`src/design/kvsg_pkg.sv`:
```
// Shared types and constants for the keyed value stream generator.
// Used by kvsg_ctrl, kvsg_dp and keyed_value_stream_generator; no dependencies.
package kvsg_pkg;

    localparam int unsigned SIZE_W     = 21;
    localparam int unsigned SEED_BYTES = 8;
    localparam int unsigned CFG_IDX_W  = 2;

    localparam logic [32:0] MAX_VALUE_BYTES_DEF = 33'd1048576;

    // Register indexes on the configuration port.
    localparam logic [CFG_IDX_W-1:0] REG_SEED       = 2'd0;
    localparam logic [CFG_IDX_W-1:0] REG_VALUE_SIZE = 2'd1;

    // Request codes.
    localparam logic REQ_KEY = 1'b0;
    localparam logic REQ_GEN = 1'b1;

    localparam logic [63:0] FNV_BASIS  = 64'hCBF29CE484222325;
    localparam logic [8:0]  FNV_PRIME_LO = 9'h1B3;
    localparam int unsigned FNV_PRIME_SHIFT = 40;
    localparam logic [63:0] MIX_INC  = 64'h9E3779B97F4A7C15;
    localparam logic [63:0] MIX_MUL1 = 64'hBF58476D1CE4E5B9;
    localparam logic [63:0] MIX_MUL2 = 64'h94D049BB133111EB;

    typedef struct packed {
        logic       load_item;
        logic       seed_fold;
        logic [2:0] seed_idx;
        logic       key_fold;
        logic       gen_start;
        logic       mul_lo_lo;
        logic       mul_lo_hi;
        logic       mul_hi_lo;
        logic       mul_second;
        logic       mix_xs;
        logic       emit;
    } cmd_t;

    typedef struct packed {
        logic bytes_zero;
        logic out_free;
    } status_t;

    typedef enum logic [8:0] {
        ST_IDLE   = 9'b000000001,
        ST_SEED   = 9'b000000010,
        ST_KEY    = 9'b000000100,
        ST_MUL_LL = 9'b000001000,
        ST_MUL_LH = 9'b000010000,
        ST_MUL_HL = 9'b000100000,
        ST_MIX_XS = 9'b001000000,
        ST_EMIT   = 9'b010000000,
        ST_SPARE  = 9'b100000000
    } state_t;

    // FNV-1a step: xor the byte, multiply by 2^40 + 0x1B3 modulo 2^64.
    function automatic logic [63:0] fnv_fold(input logic [63:0] h, input logic [7:0] b);
        logic [63:0] t;
        logic [63:0] small_prod;
        begin
            t = h ^ {56'd0, b};
            small_prod = t * {55'd0, FNV_PRIME_LO};
            fnv_fold = small_prod + (t << FNV_PRIME_SHIFT);
        end
    endfunction

endpackage

```
`src/design/kvsg_ctrl.sv`:
```
// Controller state machine for the keyed value stream generator.
// Depends on kvsg_pkg; drives the command struct into kvsg_dp.
module kvsg_ctrl
(
    input  logic              clk,
    input  logic              rst_n,
    input  logic              req_valid,
    input  logic              req_type,
    input  logic              key_first,
    output logic              req_stall,
    input  kvsg_pkg::status_t status,
    output kvsg_pkg::cmd_t    cmd
);

    kvsg_pkg::state_t state_reg;
    kvsg_pkg::state_t state_next;
    logic [2:0]       idx_reg;
    logic [2:0]       idx_next;
    logic             second_reg;
    logic             second_next;

    always_ff @(posedge clk or negedge rst_n)
    begin
        if (!rst_n)
        begin
            state_reg  <= kvsg_pkg::ST_IDLE;
            idx_reg    <= '0;
            second_reg <= 1'b0;
        end
        else
        begin
            state_reg  <= state_next;
            idx_reg    <= idx_next;
            second_reg <= second_next;
        end
    end

    always_comb
    begin
        state_next     = state_reg;
        idx_next       = idx_reg;
        second_next    = second_reg;
        cmd            = '0;
        cmd.mul_second = second_reg;
        cmd.seed_idx   = idx_reg;
        req_stall      = 1'b1;
        case (state_reg)
            kvsg_pkg::ST_IDLE:
            begin
                req_stall = 1'b0;
                if (req_valid)
                begin
                    cmd.load_item = 1'b1;
                    if (req_type == kvsg_pkg::REQ_KEY)
                    begin
                        if (key_first)
                        begin
                            idx_next   = '0;
                            state_next = kvsg_pkg::ST_SEED;
                        end
                        else
                        begin
                            state_next = kvsg_pkg::ST_KEY;
                        end
                    end
                    else if (!status.bytes_zero)
                    begin
                        // A request with the budget spent is simply dropped.
                        cmd.gen_start = 1'b1;
                        second_next   = 1'b0;
                        state_next    = kvsg_pkg::ST_MUL_LL;
                    end
                end
            end
            kvsg_pkg::ST_SEED:
            begin
                cmd.seed_fold = 1'b1;
                idx_next      = idx_reg + 3'd1;
                if (idx_reg == 3'(kvsg_pkg::SEED_BYTES - 1))
                begin
                    state_next = kvsg_pkg::ST_KEY;
                end
            end
            kvsg_pkg::ST_KEY:
            begin
                cmd.key_fold = 1'b1;
                state_next   = kvsg_pkg::ST_IDLE;
            end
            kvsg_pkg::ST_MUL_LL:
            begin
                cmd.mul_lo_lo = 1'b1;
                state_next    = kvsg_pkg::ST_MUL_LH;
            end
            kvsg_pkg::ST_MUL_LH:
            begin
                cmd.mul_lo_hi = 1'b1;
                state_next    = kvsg_pkg::ST_MUL_HL;
            end
            kvsg_pkg::ST_MUL_HL:
            begin
                cmd.mul_hi_lo = 1'b1;
                state_next    = second_reg ? kvsg_pkg::ST_EMIT : kvsg_pkg::ST_MIX_XS;
            end
            kvsg_pkg::ST_MIX_XS:
            begin
                cmd.mix_xs  = 1'b1;
                second_next = 1'b1;
                state_next  = kvsg_pkg::ST_MUL_LL;
            end
            kvsg_pkg::ST_EMIT:
            begin
                if (status.out_free)
                begin
                    cmd.emit   = 1'b1;
                    state_next = kvsg_pkg::ST_IDLE;
                end
            end
            default:
            begin
                state_next = kvsg_pkg::ST_IDLE;
            end
        endcase
    end

endmodule

```
`src/design/kvsg_dp.sv`:
```
// Datapath: configuration registers, FNV-1a hash, SplitMix64 state with a
// shared 32x32 multiplier, byte budget and the output word register.
// Depends on kvsg_pkg; controlled by kvsg_ctrl.
module kvsg_dp
#(
    parameter logic [32:0] MAX_VALUE_BYTES = kvsg_pkg::MAX_VALUE_BYTES_DEF
)
(
    input  logic                             clk,
    input  logic                             rst_n,
    input  logic                             cfg_valid,
    input  logic [kvsg_pkg::CFG_IDX_W-1:0]   cfg_index,
    input  logic [63:0]                      cfg_data,
    input  logic [7:0]                       key_byte,
    input  logic                             key_last,
    input  kvsg_pkg::cmd_t                   cmd,
    output kvsg_pkg::status_t                status,
    output logic                             rsp_valid,
    input  logic                             rsp_stall,
    output logic [63:0]                      value_word,
    output logic [3:0]                       byte_count,
    output logic                             last_word
);

    localparam int unsigned SW = kvsg_pkg::SIZE_W;

    logic [63:0]   seed_reg;
    logic [SW-1:0] value_size_reg;
    logic [63:0]   hash_reg;
    logic [63:0]   mix_reg;
    logic [SW-1:0] left_reg;
    logic [7:0]    key_byte_reg;
    logic          key_last_reg;
    logic [63:0]   x_reg;
    logic [63:0]   acc_reg;
    logic [3:0]    cnt_reg;
    logic          last_reg;
    logic          out_valid_reg;
    logic [63:0]   out_word_reg;
    logic [3:0]    out_cnt_reg;
    logic          out_last_reg;

    logic [63:0]   seed_fold_val;
    logic [63:0]   key_fold_val;
    logic [63:0]   mix_inc_val;
    logic [3:0]    gen_cnt;
    logic [SW-1:0] left_next;
    logic [SW-1:0] capped_size;
    logic [63:0]   mul_const;
    logic [31:0]   mul_a;
    logic [31:0]   mul_b;
    logic [63:0]   mul_prod;

    assign seed_fold_val = kvsg_pkg::fnv_fold(
        (cmd.seed_idx == 3'd0) ? kvsg_pkg::FNV_BASIS : hash_reg,
        seed_reg[{cmd.seed_idx, 3'b000} +: 8]);
    assign key_fold_val  = kvsg_pkg::fnv_fold(hash_reg, key_byte_reg);
    assign mix_inc_val   = mix_reg + kvsg_pkg::MIX_INC;

    assign gen_cnt     = (left_reg > SW'(8)) ? 4'd8 : left_reg[3:0];
    assign left_next   = left_reg - SW'(gen_cnt);
    assign capped_size = ({12'd0, value_size_reg} > MAX_VALUE_BYTES)
                         ? MAX_VALUE_BYTES[SW-1:0] : value_size_reg;

    // The low 64 bits of a 64x64 product come from three 32x32 partial products.
    assign mul_const = cmd.mul_second ? kvsg_pkg::MIX_MUL2 : kvsg_pkg::MIX_MUL1;
    assign mul_a     = cmd.mul_hi_lo ? x_reg[63:32] : x_reg[31:0];
    assign mul_b     = cmd.mul_lo_hi ? mul_const[63:32] : mul_const[31:0];
    assign mul_prod  = mul_a * mul_b;

    assign status.bytes_zero = (left_reg == '0);
    assign status.out_free   = !out_valid_reg || !rsp_stall;

    always_ff @(posedge clk or negedge rst_n)
    begin
        if (!rst_n)
        begin
            seed_reg       <= '0;
            value_size_reg <= '0;
            hash_reg       <= '0;
            mix_reg        <= '0;
            left_reg       <= '0;
            out_valid_reg  <= 1'b0;
        end
        else
        begin
            if (cfg_valid)
            begin
                if (cfg_index == kvsg_pkg::REG_SEED)
                begin
                    seed_reg <= cfg_data;
                end
                else if (cfg_index == kvsg_pkg::REG_VALUE_SIZE)
                begin
                    value_size_reg <= cfg_data[SW-1:0];
                end
            end
            if (cmd.seed_fold)
            begin
                hash_reg <= seed_fold_val;
            end
            if (cmd.key_fold)
            begin
                hash_reg <= key_fold_val;
                if (key_last_reg)
                begin
                    mix_reg  <= key_fold_val;
                    left_reg <= capped_size;
                end
            end
            if (cmd.gen_start)
            begin
                mix_reg  <= mix_inc_val;
                left_reg <= left_next;
            end
            if (cmd.emit)
            begin
                out_valid_reg <= 1'b1;
            end
            else if (!rsp_stall)
            begin
                out_valid_reg <= 1'b0;
            end
        end
    end

    always_ff @(posedge clk)
    begin
        if (cmd.load_item)
        begin
            key_byte_reg <= key_byte;
            key_last_reg <= key_last;
        end
        if (cmd.gen_start)
        begin
            x_reg    <= mix_inc_val ^ (mix_inc_val >> 30);
            cnt_reg  <= gen_cnt;
            last_reg <= (left_next == '0);
        end
        if (cmd.mix_xs)
        begin
            x_reg <= acc_reg ^ (acc_reg >> 27);
        end
        if (cmd.mul_lo_lo)
        begin
            acc_reg <= mul_prod;
        end
        if (cmd.mul_lo_hi || cmd.mul_hi_lo)
        begin
            acc_reg <= {acc_reg[63:32] + mul_prod[31:0], acc_reg[31:0]};
        end
        if (cmd.emit)
        begin
            out_word_reg <= acc_reg ^ (acc_reg >> 31);
            out_cnt_reg  <= cnt_reg;
            out_last_reg <= last_reg;
        end
    end

    assign rsp_valid  = out_valid_reg;
    assign value_word = out_word_reg;
    assign byte_count = out_cnt_reg;
    assign last_word  = out_last_reg;

endmodule

```
`src/design/keyed_value_stream_generator.sv`:
```
// Top level of the keyed value stream generator: FNV-1a key hash seeding a
// SplitMix64 word stream. Depends on kvsg_pkg, kvsg_ctrl and kvsg_dp.
//
//   Channel   Handshake              Payload
//   cfg       cfg_valid / cfg_ready  cfg_index, cfg_data
//   req       req_valid / req_stall  req_type, key_byte, key_first, key_last
//   rsp       rsp_valid / rsp_stall  value_word, byte_count, last_word
//
// A key byte is folded in the KEY state, after the SEED state when it starts a key
// (eight seed bytes are folded first, one per cycle). A generate request makes two
// 64-bit multiplies, each three passes through the single 32x32 multiplier. A
// request with the byte budget spent is taken but gives no word. Reset clears the
// control and config state, not all data registers; cfg_ready is always high. The
// result word sits in an output register, so a new request is taken while it waits on rsp_stall.
module keyed_value_stream_generator
#(
    parameter logic [32:0] MAX_VALUE_BYTES = kvsg_pkg::MAX_VALUE_BYTES_DEF
)
(
    input  logic                           clk,
    input  logic                           rst_n,
    input  logic                           cfg_valid,
    output logic                           cfg_ready,
    input  logic [kvsg_pkg::CFG_IDX_W-1:0] cfg_index,
    input  logic [63:0]                    cfg_data,
    input  logic                           req_valid,
    output logic                           req_stall,
    input  logic                           req_type,
    input  logic [7:0]                     key_byte,
    input  logic                           key_first,
    input  logic                           key_last,
    output logic                           rsp_valid,
    input  logic                           rsp_stall,
    output logic [63:0]                    value_word,
    output logic [3:0]                     byte_count,
    output logic                           last_word
);

    kvsg_pkg::cmd_t    cmd;
    kvsg_pkg::status_t status;

    assign cfg_ready = 1'b1;

    kvsg_ctrl u_ctrl
    (
        .clk       (clk),
        .rst_n     (rst_n),
        .req_valid (req_valid),
        .req_type  (req_type),
        .key_first (key_first),
        .req_stall (req_stall),
        .status    (status),
        .cmd       (cmd)
    );

    kvsg_dp
    #(
        .MAX_VALUE_BYTES (MAX_VALUE_BYTES)
    )
    u_dp
    (
        .clk        (clk),
        .rst_n      (rst_n),
        .cfg_valid  (cfg_valid),
        .cfg_index  (cfg_index),
        .cfg_data   (cfg_data),
        .key_byte   (key_byte),
        .key_last   (key_last),
        .cmd        (cmd),
        .status     (status),
        .rsp_valid  (rsp_valid),
        .rsp_stall  (rsp_stall),
        .value_word (value_word),
        .byte_count (byte_count),
        .last_word  (last_word)
    );

endmodule
```
`config.mk`:
```
export PLATFORM = sky130hd
export DESIGN_NAME = keyed_value_stream_generator
export DESIGN_NICKNAME = d
export VERILOG_FILES = /design/src/design/kvsg_pkg.sv /design/src/design/kvsg_ctrl.sv /design/src/design/kvsg_dp.sv /design/src/design/keyed_value_stream_generator.sv
export SDC_FILE = /design/constraint.sdc
export NUM_CORES = 2
export LEC_CHECK = 0
export ABC_CLOCK_PERIOD_IN_PS = 13970
export BUFFER_PORTS_ARGS = -buffer_cell sky130_fd_sc_hd__buf_2
export CAP_MARGIN = 15
export CORE_MARGIN = 8
export CORE_UTILIZATION = 44
export CTS_BUF_LIST = sky130_fd_sc_hd__clkbuf_16
export CTS_CLUSTER_DIAMETER = 50
export DETAILED_ROUTE_END_ITERATION = 10
export MAX_ROUTING_LAYER = met4
export SLEW_MARGIN = 15
export SYNTH_ARGS = -nofsm -noshare
export SYNTH_HDL_FRONTEND = slang
export SYNTH_HIERARCHICAL = 1
export SYNTH_SLANG_ARGS = --single-unit
```
`constraint.sdc`:
```
create_clock -name clk -period 13.97 [get_ports clk]
set_input_delay 2.0955 -clock clk [delete_from_list [all_inputs] [get_ports clk]]
set_output_delay 2.0955 -clock clk [all_outputs]
set_load 0.01 [all_outputs]
```
==> impl_results.rst <==
.. list-table::
   :header-rows: 1

   * - Metric
     - Value
   * - Wire length after detailed routing
     - between 200000 and 250000 µm
   * - Core area
     - 0.169 mm²
   * - Async set-or-reset flop fraction in the synthesized netlist
     - 0.539
   * - Insertion delay of the later-clocked pin in the worst-skew pair
     - between 0.6 and 0.7 ns
   * - Synth area leaders
     - sky130_fd_sc_hd__fa_1, sky130_fd_sc_hd__ha_1, sky130_fd_sc_hd__edfxtp_1, sky130_fd_sc_hd__inv_1, sky130_fd_sc_hd__dfrtp_1
   * - WP data required
     - about 14 ns
   * - Total die area
     - around 0.18 mm²
   * - Setup repair after global routing missed its margin
     - no
   * - Critical Setup Path Class
     - reg -> reg
   * - Post-CTS sizing
     - 0
   * - Final count of pins violating max slew
     - 0
   * - Endpoint arrival time on the critical path
     - 12.34 ns
   * - TritonCTS buffer count
     - 60
   * - Half-perimeter wire length after placement
     - around 210000 µm
   * - Avg Vias per Cell
     - 5.46
   * - GRT overflow
     - 0
   * - Seq cells post-synth
     - between 400 and 500
   * - Count of cell types in the netlist
     - ~110
   * - Hold Crit Class
     - reg -> reg
   * - Seq/Total Area, Yosys
     - 0.168
   * - Achievable frequency
     - 83.9 MHz
   * - Most common cell in the synthesized netlist
     - sky130_fd_sc_hd__inv_1
   * - Number of enable flip-flop cells after synthesis
     - around 210
   * - Largest net degree at the start of global routing
     - between 100 and 150
   * - Most common library cells after synthesis
     - sky130_fd_sc_hd__inv_1, sky130_fd_sc_hd__fa_1, sky130_fd_sc_hd__ha_1
   * - Nets@finish
     - 9639
   * - Remaining DRCs
     - 0
   * - Mean instance size in the synthesized netlist
     - about 10 µm²
   * - Fraction of synthesized cell area taken by the top area cell type
     - 0.353
   * - Vertical extent of the die
     - between 400 and 500 µm
   * - Final worst path period share
     - 0.853
   * - Worst clock skew on the final layout
     - approximately 0.067 ns
   * - Post-CTS setup repair buffer count
     - 0
   * - Most used cell, CP
     - sky130_fd_sc_hd__fa_1
   * - Multi-input logic area
     - about 0.055 mm²
   * - Total of fill cells in the finished design
     - 16100
   * - Rows
     - ~150
   * - Mapped Nets
     - 9580
   * - Post-cts hold buffer count
     - 0
   * - Number of max-cap violations
     - 0
   * - First-pass GRT wire length
     - roughly 370000 µm
   * - TritonCTS clock tree
     - done
   * - Weighted congestion at the end of routability-driven global placement
     - 1.03
   * - Post-synthesis cell type with the largest combined area
     - sky130_fd_sc_hd__fa_1
   * - Final hold violation count
     - 0
   * - Clock Root Buffer
     - sky130_fd_sc_hd__clkbuf_16
   * - Growth of design area from synthesis to finish
     - 7.19%
   * - Critical path endpoint category
     - register
   * - First DRT Iteration DRCs
     - 4143
   * - Netlist Area Pre-Place
     - about 0.075 mm²
   * - Antenna violations before repair
     - 7
   * - Area taken by flip-flops and latches
     - ~0.013 mm²
   * - Detailed-router iteration count before antenna repair
     - 6
   * - Top FF cell, synth
     - sky130_fd_sc_hd__dfrtp_1
   * - Post-synthesis cell count
     - 7469
   * - Setup tns final
     - 0 ns
   * - Number of I/O pins
     - ~150
   * - Antenna Nets Post-Route
     - 0
   * - Via count of the first global-routing pass
     - between 50000 and 60000
   * - CTS Sinks
     - roughly 460
   * - Number of port buffers
     - roughly 150
   * - Share of post-route cells with drive strength above 1
     - 0.0714
   * - Worst-case headroom to the max-slew limit
     - 0.281
   * - Initial Utilization
     - 0.442
   * - Via count
     - 53500
   * - Run status
     - finished clean
   * - WL per Instance
     - approximately 25 µm
   * - Total track usage
     - 0.277
   * - Critical path startpoint category
     - register
   * - Die boundary width
     - about 430 µm
   * - Post-CTS clock slew at the launch and capture registers of the worst setup and hold paths
     - about 0.060 ns
   * - Synthesis warning total
     - 6
   * - Minimum clock period after layout
     - 11.92 ns
   * - Longest individual stage delay on the worst path
     - a little under 0.9 ns
   * - H-tree level count
     - 2
   * - Clock buffer depth
     - 3
   * - Final setup violation count
     - 0
   * - Critical-path top delay cell
     - sky130_fd_sc_hd__mux2i_1
   * - Transition at the pin with the smallest max-transition slack
     - 1.08 ns
   * - Critical path peak fanout
     - 19
worst paths after layout:
kind,endpoint,depth (start not counted),startpoint,slack [ns]
worst max-delay path,u_dp/acc_reg[63]$_DFFE_PP_,33,u_ctrl/state_reg[7]$_DFFE_PN0P_,2.05
worst min-delay path,u_dp/last_word$_DFFE_PP_,0,u_dp/last_reg$_DFFE_PP_,0.43
worst max register to register,u_dp/acc_reg[63]$_DFFE_PP_,33,u_ctrl/state_reg[7]$_DFFE_PN0P_,2.05
worst min register to register,u_dp/last_word$_DFFE_PP_,0,u_dp/last_reg$_DFFE_PP_,0.43
max in group asynchronous,u_dp/mix_reg[62]$_DFFE_PN0P_,2,rst_n,10.82
min in group asynchronous,u_dp/rsp_valid$_DFFE_PN0P_,1,rst_n,1.42
worst max-delay path, delay by kind of cell (launching register included):
kind            cells  cell delay (ns)
compound gates      7             1.27
xor+xnor            2             0.51
fa+ha+maj          10             4.74
buf+inv             5             1.49
flops               1             0.43
mux                 1             0.87
simple gates        8             2.34
cell usage in the layout, fill, tap and decap left out, types with 151 or more instances in the layout:
cell type,instances
sky130_fd_sc_hd__dfrtp_1,246
sky130_fd_sc_hd__inv_1,1649
sky130_fd_sc_hd__xor2_1,179
sky130_fd_sc_hd__nand2_1,367
sky130_fd_sc_hd__xnor2_1,249
sky130_fd_sc_hd__nor2_1,426
sky130_fd_sc_hd__fa_1,1316
sky130_fd_sc_hd__o21ai_0,226
sky130_fd_sc_hd__ha_1,711
sky130_fd_sc_hd__a21oi_1,326
sky130_fd_sc_hd__edfxtp_1,211
sky130_fd_sc_hd__buf_2,151
cell type report:
| cell class | instances | area share |
|---|---|---|
| sequential | 458 | 0.156 |
| tap | 2218 | 0.0347 |
| inverter | 1653 | 0.0776 |
| clock inverter | 54 | 0.00641 |
| multi-input combinational | 5129 | 0.689 |
| timing repair buffer | 226 | 0.0171 |
| antenna | 5 | 0.000156 |
| clock buffer | 60 | 0.0188 |
metal layers:
metal	track usage	wire length, µm
met5	-	0
met4	0.127	14300
met3	0.0333	13600
met2	0.470	123000
met1	0.331	96600
metrics by stage:
step | cell area (µm²) | setup WS, ns | instances | hold WS (ns) | utilization
after floorplan | 74600 | 3.10 | 7469 | 0.400 | -
after global placement | 78000 | 2.25 | 9684 | 0.406 | 0.462
after detailed placement | 78000 | 2.19 | 9684 | 0.407 | 0.462
after CTS | 80000 | 2.18 | 9798 | 0.423 | 0.473
after global routing | 80000 | 1.44 | 9803 | 0.439 | 0.474
final | 80000 | 2.05 | 9803 | 0.429 | 0.474
kinds of logic after synthesis:
group	count (synthesis)	share of synthesized area
adder cells (fa/ha/maj)	2029	0.473
buffers and inverters	1882	0.0951
AND/OR/NAND/NOR	1396	0.0901
AO/OA/AOI/OAI	1079	0.0935
flip-flops	458	0.168
XOR/XNOR	429	0.0505
multiplexers	194	0.0304
other	2	0.000101
Power is left out: the tool's default activity adds up to more than one toggle a clock period on the data nets, which glitch-free logic cannot reach.
